`src/hdl/lcdfmt_pkg.sv`:
```
// ----------------------------------------------------------------------------
// lcdfmt_pkg
// shared types and constants of the lcd window / pixel byte formatter
// ----------------------------------------------------------------------------
`default_nettype none

package lcdfmt_pkg;

    // pixel packing formats
    typedef enum logic [1:0] {
        FMT_12 = 2'd0,
        FMT_16 = 2'd1,
        FMT_18 = 2'd2,
        FMT_24 = 2'd3
    } t_pix_fmt;

    // configuration register indexes
    localparam int unsigned CFG_INDEX_W = 8;
    localparam int unsigned CFG_DATA_W  = 8;
    localparam logic [CFG_INDEX_W-1:0] REG_PIXEL_FORMAT     = 8'd0;
    localparam logic [CFG_INDEX_W-1:0] REG_COLUMN_SET_CODE  = 8'd1;
    localparam logic [CFG_INDEX_W-1:0] REG_PAGE_SET_CODE    = 8'd2;
    localparam logic [CFG_INDEX_W-1:0] REG_MEMORY_WRITE_CODE = 8'd3;

    // register reset values
    localparam t_pix_fmt   RST_PIXEL_FORMAT      = FMT_24;
    localparam logic [7:0] RST_COLUMN_SET_CODE   = 8'd42;
    localparam logic [7:0] RST_PAGE_SET_CODE     = 8'd43;
    localparam logic [7:0] RST_MEMORY_WRITE_CODE = 8'd44;

    // input beat
    typedef struct packed {
        logic        op;
        logic [15:0] x_start;
        logic [15:0] y_start;
        logic [15:0] x_end;
        logic [15:0] y_end;
        logic [23:0] pixel_color;
        logic        final_pixel;
    } t_in_item;

    localparam logic OP_WINDOW = 1'b0;
    localparam logic OP_PIXEL  = 1'b1;

    // result beat
    typedef struct packed {
        logic [7:0] bus_byte;
        logic       is_command;
        logic       run_end;
    } t_out_item;

    // job kinds passed from front to back
    typedef enum logic [1:0] {
        JOB_WINDOW = 2'd0,
        JOB_PIX2   = 2'd1,
        JOB_PIX3   = 2'd2
    } t_job_kind;

    // window: {x_start, x_end, y_start, y_end}; pixel: bytes in [23:0], first in [23:16]
    typedef struct packed {
        t_job_kind   kind;
        logic [63:0] data;
    } t_job;

    typedef struct packed {
        logic [7:0] column_set;
        logic [7:0] page_set;
        logic [7:0] ram_write;
    } t_cmd_codes;

    typedef struct packed {
        logic full;
        logic empty;
    } t_q_status;

    localparam int unsigned STEP_W = 4;
    localparam logic [STEP_W-1:0] LAST_STEP_WINDOW = 4'd10;
    localparam logic [STEP_W-1:0] LAST_STEP_PIX2   = 4'd1;
    localparam logic [STEP_W-1:0] LAST_STEP_PIX3   = 4'd2;

endpackage

`default_nettype wire

```
`src/hdl/lcdfmt_front.sv`:
```
// ----------------------------------------------------------------------------
// lcdfmt_front
// classifies accepted beats, packs pixels and keeps the held 12-bit pixel
// ----------------------------------------------------------------------------
`default_nettype none

module lcdfmt_front
    import lcdfmt_pkg::*;
(
    input  wire logic     i_clk,
    input  wire logic     i_rst_n,
    input  wire logic     i_accept,
    input  wire t_in_item i_item,
    input  wire t_pix_fmt i_pixel_format,
    output logic          o_job_valid,
    output t_job          o_job
);

    logic [23:0] r_held_color;
    logic        r_held_valid;
    logic [23:0] n_held_color;
    logic        n_held_valid;

    logic [23:0] p0;
    logic [23:0] p1;
    logic [7:0]  red;
    logic [7:0]  grn;
    logic [7:0]  blu;

    assign red = i_item.pixel_color[23:16];
    assign grn = i_item.pixel_color[15:8];
    assign blu = i_item.pixel_color[7:0];

    // 12-bit pair: held pixel first, else the new one paired with black
    assign p0 = r_held_valid ? r_held_color : i_item.pixel_color;
    assign p1 = r_held_valid ? i_item.pixel_color : 24'd0;

    always_comb begin
        o_job_valid  = 1'b1;
        o_job.kind   = JOB_PIX3;
        o_job.data   = '0;
        n_held_color = 24'd0;
        n_held_valid = 1'b0;
        if (i_item.op == OP_WINDOW) begin
            o_job.kind = JOB_WINDOW;
            o_job.data = {i_item.x_start, i_item.x_end, i_item.y_start, i_item.y_end};
        end else begin
            unique case (i_pixel_format)
                FMT_12: begin
                    if (!r_held_valid && !i_item.final_pixel) begin
                        o_job_valid  = 1'b0;
                        n_held_color = i_item.pixel_color;
                        n_held_valid = 1'b1;
                    end
                    o_job.data[23:0] = {p0[23:20], p0[15:12], p0[7:4], p1[23:20],
                                        p1[15:12], p1[7:4]};
                end
                FMT_16: begin
                    o_job.kind       = JOB_PIX2;
                    o_job.data[23:0] = {red[7:3], grn[7:5], grn[4:2], blu[7:3], 8'd0};
                end
                FMT_18: begin
                    o_job.data[23:0] = {red[7:2], 2'b00, grn[7:2], 2'b00, blu[7:2], 2'b00};
                end
                FMT_24: begin
                    o_job.data[23:0] = i_item.pixel_color;
                end
                default: begin
                    o_job.data[23:0] = i_item.pixel_color;
                end
            endcase
        end
    end

    always_ff @(posedge i_clk) begin
        if (!i_rst_n) begin
            r_held_color <= 24'd0;
            r_held_valid <= 1'b0;
        end else if (i_accept) begin
            r_held_color <= n_held_color;
            r_held_valid <= n_held_valid;
        end
    end

endmodule

`default_nettype wire

```
`src/hdl/lcdfmt_queue.sv`:
```
// ----------------------------------------------------------------------------
// lcdfmt_queue
// short job queue between the front and the byte sequencer
// ----------------------------------------------------------------------------
`default_nettype none

module lcdfmt_queue
    import lcdfmt_pkg::*;
#(
    parameter int unsigned DEPTH = 2
)(
    input  wire logic  i_clk,
    input  wire logic  i_rst_n,
    input  wire logic  i_wr_en,
    input  wire t_job  i_wr_job,
    input  wire logic  i_rd_en,
    output t_job       o_head,
    output t_q_status  o_status
);

    localparam int unsigned PTR_W = (DEPTH > 1) ? $clog2(DEPTH) : 1;
    localparam int unsigned CNT_W = $clog2(DEPTH + 1);

    t_job             r_mem [DEPTH];
    logic [PTR_W-1:0] r_wr_ptr;
    logic [PTR_W-1:0] r_rd_ptr;
    logic [CNT_W-1:0] r_count;
    logic             wr_go;
    logic             rd_go;

    assign o_status.full  = (r_count == CNT_W'(DEPTH));
    assign o_status.empty = (r_count == '0);
    assign wr_go = i_wr_en && !o_status.full;
    assign rd_go = i_rd_en && !o_status.empty;
    assign o_head = r_mem[r_rd_ptr];

    function automatic logic [PTR_W-1:0] ptr_inc(input logic [PTR_W-1:0] p);
        ptr_inc = (p == PTR_W'(DEPTH - 1)) ? '0 : p + PTR_W'(1);
    endfunction

    always_ff @(posedge i_clk) begin
        if (wr_go) begin
            r_mem[r_wr_ptr] <= i_wr_job;
        end
    end

    always_ff @(posedge i_clk) begin
        if (!i_rst_n) begin
            r_wr_ptr <= '0;
            r_rd_ptr <= '0;
            r_count  <= '0;
        end else begin
            if (wr_go) begin
                r_wr_ptr <= ptr_inc(r_wr_ptr);
            end
            if (rd_go) begin
                r_rd_ptr <= ptr_inc(r_rd_ptr);
            end
            if (wr_go && !rd_go) begin
                r_count <= r_count + CNT_W'(1);
            end else if (rd_go && !wr_go) begin
                r_count <= r_count - CNT_W'(1);
            end
        end
    end

endmodule

`default_nettype wire

```
`src/hdl/lcdfmt_back.sv`:
```
// ----------------------------------------------------------------------------
// lcdfmt_back
// walks the head job byte by byte into the output register
// ----------------------------------------------------------------------------
`default_nettype none

module lcdfmt_back
    import lcdfmt_pkg::*;
(
    input  wire logic       i_clk,
    input  wire logic       i_rst_n,
    input  wire t_job       i_head,
    input  wire logic       i_head_valid,
    input  wire t_cmd_codes i_codes,
    input  wire logic       i_pop,
    output logic            o_rd_en,
    output t_out_item       o_item,
    output logic            o_empty
);

    logic [STEP_W-1:0] r_step;
    logic              r_out_valid;
    t_out_item         r_out;
    logic [STEP_W-1:0] last_step;
    logic              advance;
    logic              load;
    logic              is_last;
    t_out_item         n_out;

    assign advance = !r_out_valid || i_pop;
    assign load    = advance && i_head_valid;

    always_comb begin
        unique case (i_head.kind)
            JOB_WINDOW: last_step = LAST_STEP_WINDOW;
            JOB_PIX2:   last_step = LAST_STEP_PIX2;
            JOB_PIX3:   last_step = LAST_STEP_PIX3;
            default:    last_step = LAST_STEP_PIX3;
        endcase
    end

    assign is_last = (r_step == last_step);
    assign o_rd_en = load && is_last;

    always_comb begin
        n_out.is_command = 1'b0;
        n_out.run_end    = is_last;
        n_out.bus_byte   = 8'd0;
        if (i_head.kind == JOB_WINDOW) begin
            unique case (r_step)
                4'd0: begin
                    n_out.bus_byte   = i_codes.column_set;
                    n_out.is_command = 1'b1;
                end
                4'd1:  n_out.bus_byte = i_head.data[63:56];
                4'd2:  n_out.bus_byte = i_head.data[55:48];
                4'd3:  n_out.bus_byte = i_head.data[47:40];
                4'd4:  n_out.bus_byte = i_head.data[39:32];
                4'd5: begin
                    n_out.bus_byte   = i_codes.page_set;
                    n_out.is_command = 1'b1;
                end
                4'd6:  n_out.bus_byte = i_head.data[31:24];
                4'd7:  n_out.bus_byte = i_head.data[23:16];
                4'd8:  n_out.bus_byte = i_head.data[15:8];
                4'd9:  n_out.bus_byte = i_head.data[7:0];
                4'd10: begin
                    n_out.bus_byte   = i_codes.ram_write;
                    n_out.is_command = 1'b1;
                end
                default: n_out.bus_byte = 8'd0;
            endcase
        end else begin
            unique case (r_step)
                4'd0:    n_out.bus_byte = i_head.data[23:16];
                4'd1:    n_out.bus_byte = i_head.data[15:8];
                4'd2:    n_out.bus_byte = i_head.data[7:0];
                default: n_out.bus_byte = 8'd0;
            endcase
        end
    end

    always_ff @(posedge i_clk) begin
        if (load) begin
            r_out <= n_out;
        end
    end

    always_ff @(posedge i_clk) begin
        if (!i_rst_n) begin
            r_step      <= '0;
            r_out_valid <= 1'b0;
        end else if (advance) begin
            r_out_valid <= i_head_valid;
            if (load) begin
                r_step <= is_last ? '0 : r_step + STEP_W'(1);
            end
        end
    end

    assign o_item  = r_out;
    assign o_empty = !r_out_valid;

endmodule

`default_nettype wire

```
`src/hdl/lcd_window_pixel_byte_formatter_unit.sv`:
```
// ----------------------------------------------------------------------------
// lcd_window_pixel_byte_formatter_unit
// turns window and pixel requests into tagged bytes for an 8-bit lcd bus
// ----------------------------------------------------------------------------
// usage
//   input side is a queue: drive i_in_item and push, a beat goes in when
//   push is high and full is low. window beats give 11 bytes (column set,
//   x start/end, page set, y start/end, memory write); pixel beats give 2 or 3
//   bytes by pixel format, or none for the first pixel of a 12-bit pair
//   output side is a queue too: o_out_item is valid while empty is low and
//   leaves on pop. run_end marks the last byte of each input beat
//   config: i_cfg_valid/o_cfg_ready with register index and data; write only
//   while the block is drained. indexes past the list are dropped
// timing
//   a taken beat is registered into the job queue, the sequencer then loads its first
//   byte into the output register, then one byte a cycle while pop is held; the output
//   register is the limit. the job queue (QUEUE_DEPTH
//   entries) keeps taking beats while the sequencer works, full rises once it fills
// reset: synchronous, queues emptied, held pixel dropped, registers restored,
//   full held high while reset is low. a stalled pop simply freezes the output
// ----------------------------------------------------------------------------
`default_nettype none

module lcd_window_pixel_byte_formatter_unit
    import lcdfmt_pkg::*;
#(
    parameter int unsigned QUEUE_DEPTH = 2
)(
    input  wire logic                   i_clk,
    input  wire logic                   i_rst_n,
    // input queue side
    input  wire logic                   push,
    output logic                        full,
    input  wire t_in_item               i_in_item,
    // result queue side
    output logic                        empty,
    input  wire logic                   pop,
    output t_out_item                   o_out_item,
    // config write channel
    input  wire logic                   i_cfg_valid,
    output logic                        o_cfg_ready,
    input  wire logic [CFG_INDEX_W-1:0] i_cfg_index,
    input  wire logic [CFG_DATA_W-1:0]  i_cfg_data
);

    // config registers
    t_pix_fmt   r_pixel_format;
    t_cmd_codes r_codes;

    logic      in_accept;
    logic      cfg_write;
    logic      job_valid;
    t_job      job;
    t_job      head;
    t_q_status q_status;
    logic      q_rd_en;

    assign o_cfg_ready = i_rst_n;
    assign cfg_write   = i_cfg_valid && o_cfg_ready;

    always_ff @(posedge i_clk) begin
        if (!i_rst_n) begin
            r_pixel_format     <= RST_PIXEL_FORMAT;
            r_codes.column_set <= RST_COLUMN_SET_CODE;
            r_codes.page_set   <= RST_PAGE_SET_CODE;
            r_codes.ram_write  <= RST_MEMORY_WRITE_CODE;
        end else if (cfg_write) begin
            unique case (i_cfg_index)
                REG_PIXEL_FORMAT:      r_pixel_format     <= t_pix_fmt'(i_cfg_data[1:0]);
                REG_COLUMN_SET_CODE:   r_codes.column_set <= i_cfg_data;
                REG_PAGE_SET_CODE:     r_codes.page_set   <= i_cfg_data;
                REG_MEMORY_WRITE_CODE: r_codes.ram_write  <= i_cfg_data;
                default: begin
                end
            endcase
        end
    end

    // input handshake: blocked while in reset and while the job queue is full
    assign full      = !i_rst_n || q_status.full;
    assign in_accept = push && !full;

    // front: classify and pack, hold first 12-bit pixel
    lcdfmt_front u_front (
        .i_clk          (i_clk),
        .i_rst_n        (i_rst_n),
        .i_accept       (in_accept),
        .i_item         (i_in_item),
        .i_pixel_format (r_pixel_format),
        .o_job_valid    (job_valid),
        .o_job          (job)
    );

    // decoupling queue, only beats that make bytes enter it
    lcdfmt_queue #(
        .DEPTH (QUEUE_DEPTH)
    ) u_queue (
        .i_clk    (i_clk),
        .i_rst_n  (i_rst_n),
        .i_wr_en  (in_accept && job_valid),
        .i_wr_job (job),
        .i_rd_en  (q_rd_en),
        .o_head   (head),
        .o_status (q_status)
    );

    // back: byte sequencer with output register, job retires on its last byte
    lcdfmt_back u_back (
        .i_clk        (i_clk),
        .i_rst_n      (i_rst_n),
        .i_head       (head),
        .i_head_valid (!q_status.empty),
        .i_codes      (r_codes),
        .i_pop        (pop),
        .o_rd_en      (q_rd_en),
        .o_item       (o_out_item),
        .o_empty      (empty)
    );

    // a taken window beat leaves a byte on the output once the job queue and the output register are passed
    a_window_reaches_output: assert property (@(posedge i_clk) disable iff (!i_rst_n)
        (in_accept && i_in_item.op == OP_WINDOW) |-> ##2 !empty)
        else $error("window beat did not reach the output");

    // bytes of one input beat go out without gaps
    a_run_no_gap: assert property (@(posedge i_clk) disable iff (!i_rst_n)
        (pop && !empty && !o_out_item.run_end) |=> !empty)
        else $error("gap inside one beat's byte run");

    // the only command that closes a run is memory write
    a_cmd_run_end: assert property (@(posedge i_clk) disable iff (!i_rst_n)
        (!empty && o_out_item.is_command && o_out_item.run_end)
        |-> (o_out_item.bus_byte == r_codes.ram_write))
        else $error("run closed by a command other than memory write");

    // the job queue never overflows
    a_no_overflow: assert property (@(posedge i_clk) disable iff (!i_rst_n)
        (q_status.full && !q_rd_en) |=> !(q_status.empty))
        else $error("job queue lost entries while full");

endmodule

`default_nettype wire

```
`config.mk`:
```
export PLATFORM = sky130hd
export DESIGN_NAME = lcd_window_pixel_byte_formatter_unit
export DESIGN_NICKNAME = d
export VERILOG_FILES = /design/src/hdl/lcdfmt_pkg.sv /design/src/hdl/lcdfmt_front.sv /design/src/hdl/lcdfmt_queue.sv /design/src/hdl/lcdfmt_back.sv /design/src/hdl/lcd_window_pixel_byte_formatter_unit.sv
export SDC_FILE = /design/constraint.sdc
export NUM_CORES = 1
export LEC_CHECK = 0
export BUFFER_PORTS_ARGS = -buffer_cell sky130_fd_sc_hd__buf_2
export CAP_MARGIN = 20
export CELL_PAD_IN_SITES_DETAIL_PLACEMENT = 0
export CELL_PAD_IN_SITES_GLOBAL_PLACEMENT = 1
export CORE_MARGIN = 2
export CORE_UTILIZATION = 50
export CTS_CLUSTER_SIZE = 40
export DETAILED_ROUTE_END_ITERATION = 12
export GPL_TIMING_DRIVEN = 0
export MAX_ROUTING_LAYER = met4
export PLACE_DENSITY = 0.88
export RECOVER_POWER = 50
export SLEW_MARGIN = 20
export SYNTH_ARGS = -nofsm -noshare
export SYNTH_HDL_FRONTEND = slang
export SYNTH_HIERARCHICAL = 1
export SYNTH_SLANG_ARGS = --single-unit
```
`constraint.sdc`:
```
create_clock -name i_clk -period 8.5 [get_ports i_clk]
set_input_delay 1.275 -clock i_clk [delete_from_list [all_inputs] [get_ports i_clk]]
set_output_delay 1.275 -clock i_clk [all_outputs]
set_load 0.1 [all_outputs]
```
==> run metrics, run 1 <==
setup bufs post-CTS=0; Peak Freq=0.2595 GHz; TritonCTS clock tree=done; initial antenna violation count=0; cts-stage hold buffer count=0; worst-case reg-to-reg path depth=9; first-pass GRT wire length=37320 um; Leakage Power=0.004027 uW; flops & latches, synth=191; Final period util=0.4534; critical path type=in -> reg; Tmin final=3.854 ns; chip width=140.0 um; register area share after synthesis=0.5676; GR Util All Layers=0.2575; CP max FO=18; htree depth=4; cell taking the most area after synthesis=edfxtp_1; DRT Pass-1 Iters=7; Post-synth EDFFs=142; largest net degree at the start of global routing=43; Cell Rows=49; post-synth top area share=0.4614; vias in the first global route=6627; Max Clock Skew=0.009515 ns; final slew viol count=0; # setup viols final=0; commonest cells after routing, fill and taps aside=142 x edfxtp_1, 140 x buf_2, 59 x nor2b_1; CTS root buffer=clkbuf_16; Sink Count=191; layout cell share with drive strength beyond 1=0.2577; startpoint types=input pin; Placeable Area=18020 sq um; Critical Path RT=8.64 ns; RSZ-0062 raised after global routing=false; r2r setup slk=4.73 ns; worst skew pair latency=0.43 ns; initial core utilization=0.5127; DRC Markers=0; Starting DRT DRC Count=786; Max Cap Violations=0; diode count=0; most area-consuming cells after synthesis=edfxtp_1 46%, dfxtp_1 11%, mux2_1 4.9%; Port-buffer cells=123; Die Height=140.0 um; Synth Area per Inst=12.42 sq um; distinct cell type count after synthesis=66; Routed WL per cell=21.88 um; IO Count=124; Peak VDD IR=0.0001539 V; Antenna Nets Post-Route=0; Syn Nets=861; Post-CTS Resized=0; Post-synth top flop=edfxtp_1; crit path capture type=flip-flop; Async S/R FF share, synth=0; r2r endpoint=u_queue/r_count[1]; Slew Limit Headroom=0.3602; setup tns final=0 ns; vias after detailed routing=6833; total gr overflow=0; most common cell after layout, fill and taps aside=edfxtp_1; Final Instance Area=10790 sq um; Mapped Area=9241 sq um; drt total wl=24790 um; Pwr Density=207.0 nW/um^2; nets@finish=1008; placed wire-length estimate=17930 um; CP arrival=3.99 ns; GPL Wtd Cong=0.9734; Gate Count Post-Synth=744; area of placed instances=10230 sq um; routed vias/inst=6.031; Area Overhead vs Synth=16.79%; status=completed; Clock Pin Slew Worst Setup and Hold Paths=0.07 ns; Setup crit end=u_queue/r_mem[0][35]; die area=19590 sq um; Worst Hold Class=reg -> reg; Least-Margin Pin Slew=0.9597 ns; clk buf depth=2; Crit. Startpoint=i_rst_n; clock buffer count from CTS=17; Final Hold Fails=0; yosys synthesis warning count=6
Yosys cell counts (5+ instances only):
library cell  instances
a22oi_1              25
nand2_1              42
mux2i_1              34
ha_1                  6
a21o_1                6
nor2_1               26
o22ai_1              19
nor2b_1              59
nand4_1              13
edfxtp_1            142
nor3b_1               9
clkbuf_1             16
buf_6                12
buf_2                21
buf_4                 6
a31oi_1               8
dfxtp_1              49
mux2_1               40
nand3_1              13
mux2_2               30
xnor2_1               5
inv_1                15
a21boi_0              9
nand2b_1             17
a222oi_1             11
a21oi_1              29
o21ai_0               6
a21boi_1              8
stage by stage:
stage          std cells  hold slack, ns  setup slack (ns)  utilization  total power, uW
5_1_grt             1133          0.4927             4.360       0.5988             2308
3_5_place_dp        1101          0.4623             4.497       0.5678             1471
6_report            1133          0.4676             4.646       0.5988             2235
4_1_cts             1133          0.4709             4.943       0.6003             2241
3_3_place_gp        1096          0.4489             1.584       0.5628             1464
2_1_floorplan        744          0.4357             2.825            -             1350
cell families (layout without fill, tap and decap cells):
family | count (synthesis) | count (layout) | synth area share
buffers and inverters | 74 | 234 | 0.04509
AND/OR/NAND/NOR | 210 | 210 | 0.1320
XOR/XNOR | 6 | 6 | 0.005686
flip-flops | 191 | 191 | 0.5676
AO/OA/AOI/OAI | 152 | 152 | 0.1178
multiplexers | 105 | 105 | 0.1237
adder cells (fa/ha/maj) | 6 | 6 | 0.008123
layer usage:
layer,track usage,part of all wire,up-vias
met3,0.04513,0.079,62
met5,-,0,-
met1,0.3367,0.42,3243
met2,0.4008,0.46,416
li1,-,-,3112
met4,0.1068,0.040,0
power by group:
part	internal (uW)	switching [uW]	leakage, uW
registers	1060	15.7	0.00171
logic	123	261	0.00203
clock network	424	355	0.000285
flip-flops by register name, summed over array words and instances, names as in the netlist, named ones only:
signal / flops
u_back/o_item: 10
u_queue/r_mem: 132
u_queue/r_wr_ptr: 1
u_queue/r_rd_ptr: 1
u_queue/r_count: 2
u_back/r_step: 4
r_codes: 24
r_pixel_format: 2
u_front/r_held_valid: 1
u_back/r_out_valid: 1
u_front/r_held_color: 12
worst max-delay path, stage by stage:
cell	delay [ns]
clkbuf_1	0.55
nand2b_1	0.14
nor2_1	0.47
and2_1	0.25
inv_1	0.09
nor3_4	0.56
buf_8	0.25
buf_8	0.19
buf_8	0.20
layout make-up:
cell class	count	area, sq um
Buffer	57	334.1
Clock buffer	21	491.7
Clock inverter	11	93.84
Fill cell	1479	7232
Inverter	17	63.81
Multi-Input combinational cell	479	3583
Sequential cell	191	5245
Tap cell	229	286.5
Timing Repair Buffer	128	694.4
how the worst min path moves through the flow:
stage / slack [ns] / endpoint / startpoint / depth (start not counted)
finish: 0.47 / r_codes[23] / r_codes[23] / 2
global route: 0.49 / u_front/r_held_color[20] / u_front/r_held_color[20] / 2
CTS: 0.47 / r_codes[23] / r_codes[23] / 2
detailed placement: 0.46 / u_front/r_held_color[20] / u_front/r_held_color[20] / 2
global placement: 0.45 / r_codes[14] / r_codes[14] / 2
floorplan: 0.44 / r_codes[18] / r_codes[18] / 2
No activity file was read; power rests on OpenSTA's default activity.
==> run 2: changes to the inputs <==
--- a/config.mk
+++ b/config.mk
@@ -10,12 +10,12 @@
 export CELL_PAD_IN_SITES_DETAIL_PLACEMENT = 0
 export CELL_PAD_IN_SITES_GLOBAL_PLACEMENT = 1
 export CORE_MARGIN = 2
-export CORE_UTILIZATION = 50
+export CORE_UTILIZATION = 42
 export CTS_CLUSTER_SIZE = 40
 export DETAILED_ROUTE_END_ITERATION = 12
 export GPL_TIMING_DRIVEN = 0
 export MAX_ROUTING_LAYER = met4
-export PLACE_DENSITY = 0.88
+export PLACE_DENSITY = 0.79
 export RECOVER_POWER = 50
 export SLEW_MARGIN = 20
 export SYNTH_ARGS = -nofsm -noshare
==> constraint.sdc (replaced) <==
create_clock -name i_clk -period 3.1 [get_ports i_clk]
set_input_delay 0.465 -clock i_clk [delete_from_list [all_inputs] [get_ports i_clk]]
set_output_delay 0.465 -clock i_clk [all_outputs]
set_load 0.1 [all_outputs]
==> run 2 against run 1 <==
  * Clock skew fell by 0.0021 ns
  * Die area grew 18%
  * Sequential share of layout area down 0.57 points
  * Highest routed layer unchanged
  * Critical path depth unchanged
  * Global-route usage down 3.5 points
  * Combinational power rose to 2.8 times the previous value
  * Routed wire length up 1.7%
  * Clock power grew to 2.8 times the previous value
  * Final cell count up 4.6%
  * Largest power group unchanged
  * Hold slack worse by 0.17 ns
  * Via count shrank 1.4%
  * Register-to-register slack got worse by 4.5 ns
==> run metrics, run 2 (synthesized netlist as in run 1, its figures left out) <==
Slew Limit Headroom=0.2101; Worst Hold Class=in -> reg; Cell Rows=54; critical path type=reg -> reg; nets@finish=1009; Area Overhead vs Synth=18.20%; RSZ-0062 raised after global routing=false; routed vias/inst=5.684; Peak VDD IR=0.0003505 V; first-pass GRT wire length=38340 um; chip width=152.3 um; vias after detailed routing=6736; crit path capture type=flip-flop; fillers=1939; vias in the first global route=6688; CP max FO=10; initial antenna violation count=0; Sink Count=191; total gr overflow=0; Tmin final=2.882 ns; GPL Wtd Cong=0.9377; startpoint types=flip-flop; largest net degree at the start of global routing=41; initial core utilization=0.4261; drt total wl=25210 um; Port-buffer cells=123; commonest cells after routing, fill and taps aside=142 x edfxtp_1, 127 x buf_2, 59 x nor2b_1; Final period util=0.9297; dpl cells=1152; Die Height=152.3 um; CTS root buffer=clkbuf_16; registers with the most flip-flops=u_queue/r_mem x132, r_codes x24, u_front/r_held_color x12; Most flops, register=u_queue/r_mem; clk buf depth=2; TritonCTS clock tree=done; IO Count=124; Placeable Area=21690 sq um; status=completed; cts-stage hold buffer count=0; DRC Markers=0; Critical Path RT=3.46 ns; final slew viol count=0; CP arrival=3.24 ns; Final Hold Fails=0; Pwr Density=570.4 nW/um^2; Routed WL per cell=21.28 um; Leakage Power=0.004024 uW; GR Util All Layers=0.2229; DRT Pass-1 Iters=8; Clock Pin Slew Worst Setup and Hold Paths=0.07 ns; most common cell after layout, fill and taps aside=edfxtp_1; Antenna Nets Post-Route=0; Non-Filler Instances=1185; die area=23210 sq um; Peak Freq=0.3470 GHz; Power Total=6231 uW; htree depth=4; Max Cap Violations=0; Max Clock Skew=0.007454 ns; layout cell share with drive strength beyond 1=0.2564; diode count=0; placed wire-length estimate=18310 um; max FFs per register=132; Starting DRT DRC Count=833; clock buffer count from CTS=17; worst skew pair latency=0.43 ns; Least-Margin Pin Slew=1.190 ns; # setup viols final=0
==> run 2: cell types whose count changed in the layout (fill, tap and decap cells not counted), sizes merged <==
cell	delta
buf	-10
clkbuf	+9
clkinv	+4
bufinv	+3
inv	-3
clkinvlp	-2
==> run 2: where the power goes <==
part	switching (uW)	leakage, uW	internal, uW
clock network	936	0.000296	1280
registers	42.8	0.00171	2900
logic	733	0.00202	347
==> run 2: path summary, 6_finish.rpt <==
kind	startpoint	end	slack [ns]	cells past startpoint
setup reg to reg	flip-flop	u_queue/r_count[1]	0.22	9
setup / recovery	flip-flop	u_queue/r_count[1]	0.22	9
hold / removal	i_cfg_data[1]	r_codes[1]	0.29	3
hold reg to reg	r_codes[7]	r_codes[7]	0.47	2
==> run 2: final cells by class <==
cell class                 instances  area, sq um  share of cell area
multi-input combinational        479         3621              0.3315
sequential                       191         5246              0.4803
inverter                          17        66.31            0.006071
clock buffer                      19        432.9             0.03963
clock inverter                    13        162.7             0.01489
timing repair buffer             129        695.7             0.06369
buffer                            57        347.8             0.03184
tap                              280        350.3             0.03207
==> run 2: routing by layer <==
metal | up-vias | share of wire | global-route usage
met3 | 47 | 0.068 | 0.04352
met5 | - | 0 | -
li1 | 3107 | - | -
met2 | 315 | 0.46 | 0.3445
met4 | 0 | 0.033 | 0.08500
met1 | 3267 | 0.44 | 0.2918
==> run 2: worst max-delay path: stages (launching register included) <==
cell and delay [ns]:
dfxtp_1 0.39, buf_6 0.20, mux2_2 0.36, nor2_2 0.24, nand4_1 0.22, a211oi_4 0.36
o21ai_1 0.19, ha_1 0.35, or3_1 0.36, a21boi_1 0.14
==> run 2: what timing repair did <==
action                     in CTS  in global routing
setup endpoints to repair       1                 13
gates cloned                    0                  0
pin swaps                       0                  2
hold endpoints to repair        0                  0
gates resized for setup         1                  4
buffers inserted                0                  1
==> run 2: through the flow <==
stage               hold WS [ns]  worst slack, ns    util  TNS, ns  cell area (sq um)
global route              0.2841          0.04079  0.5036        0              10920
global placement          0.4473           -1.158  0.4723   -76.84              10240
CTS                       0.2746         0.005766  0.5042        0              10930
floorplan                 0.4357          -0.1493       -   -9.910               9278
finish                    0.2936           0.2180  0.5036        0              10920
detailed placement        0.4619         -0.06110  0.4766  -0.7805              10340
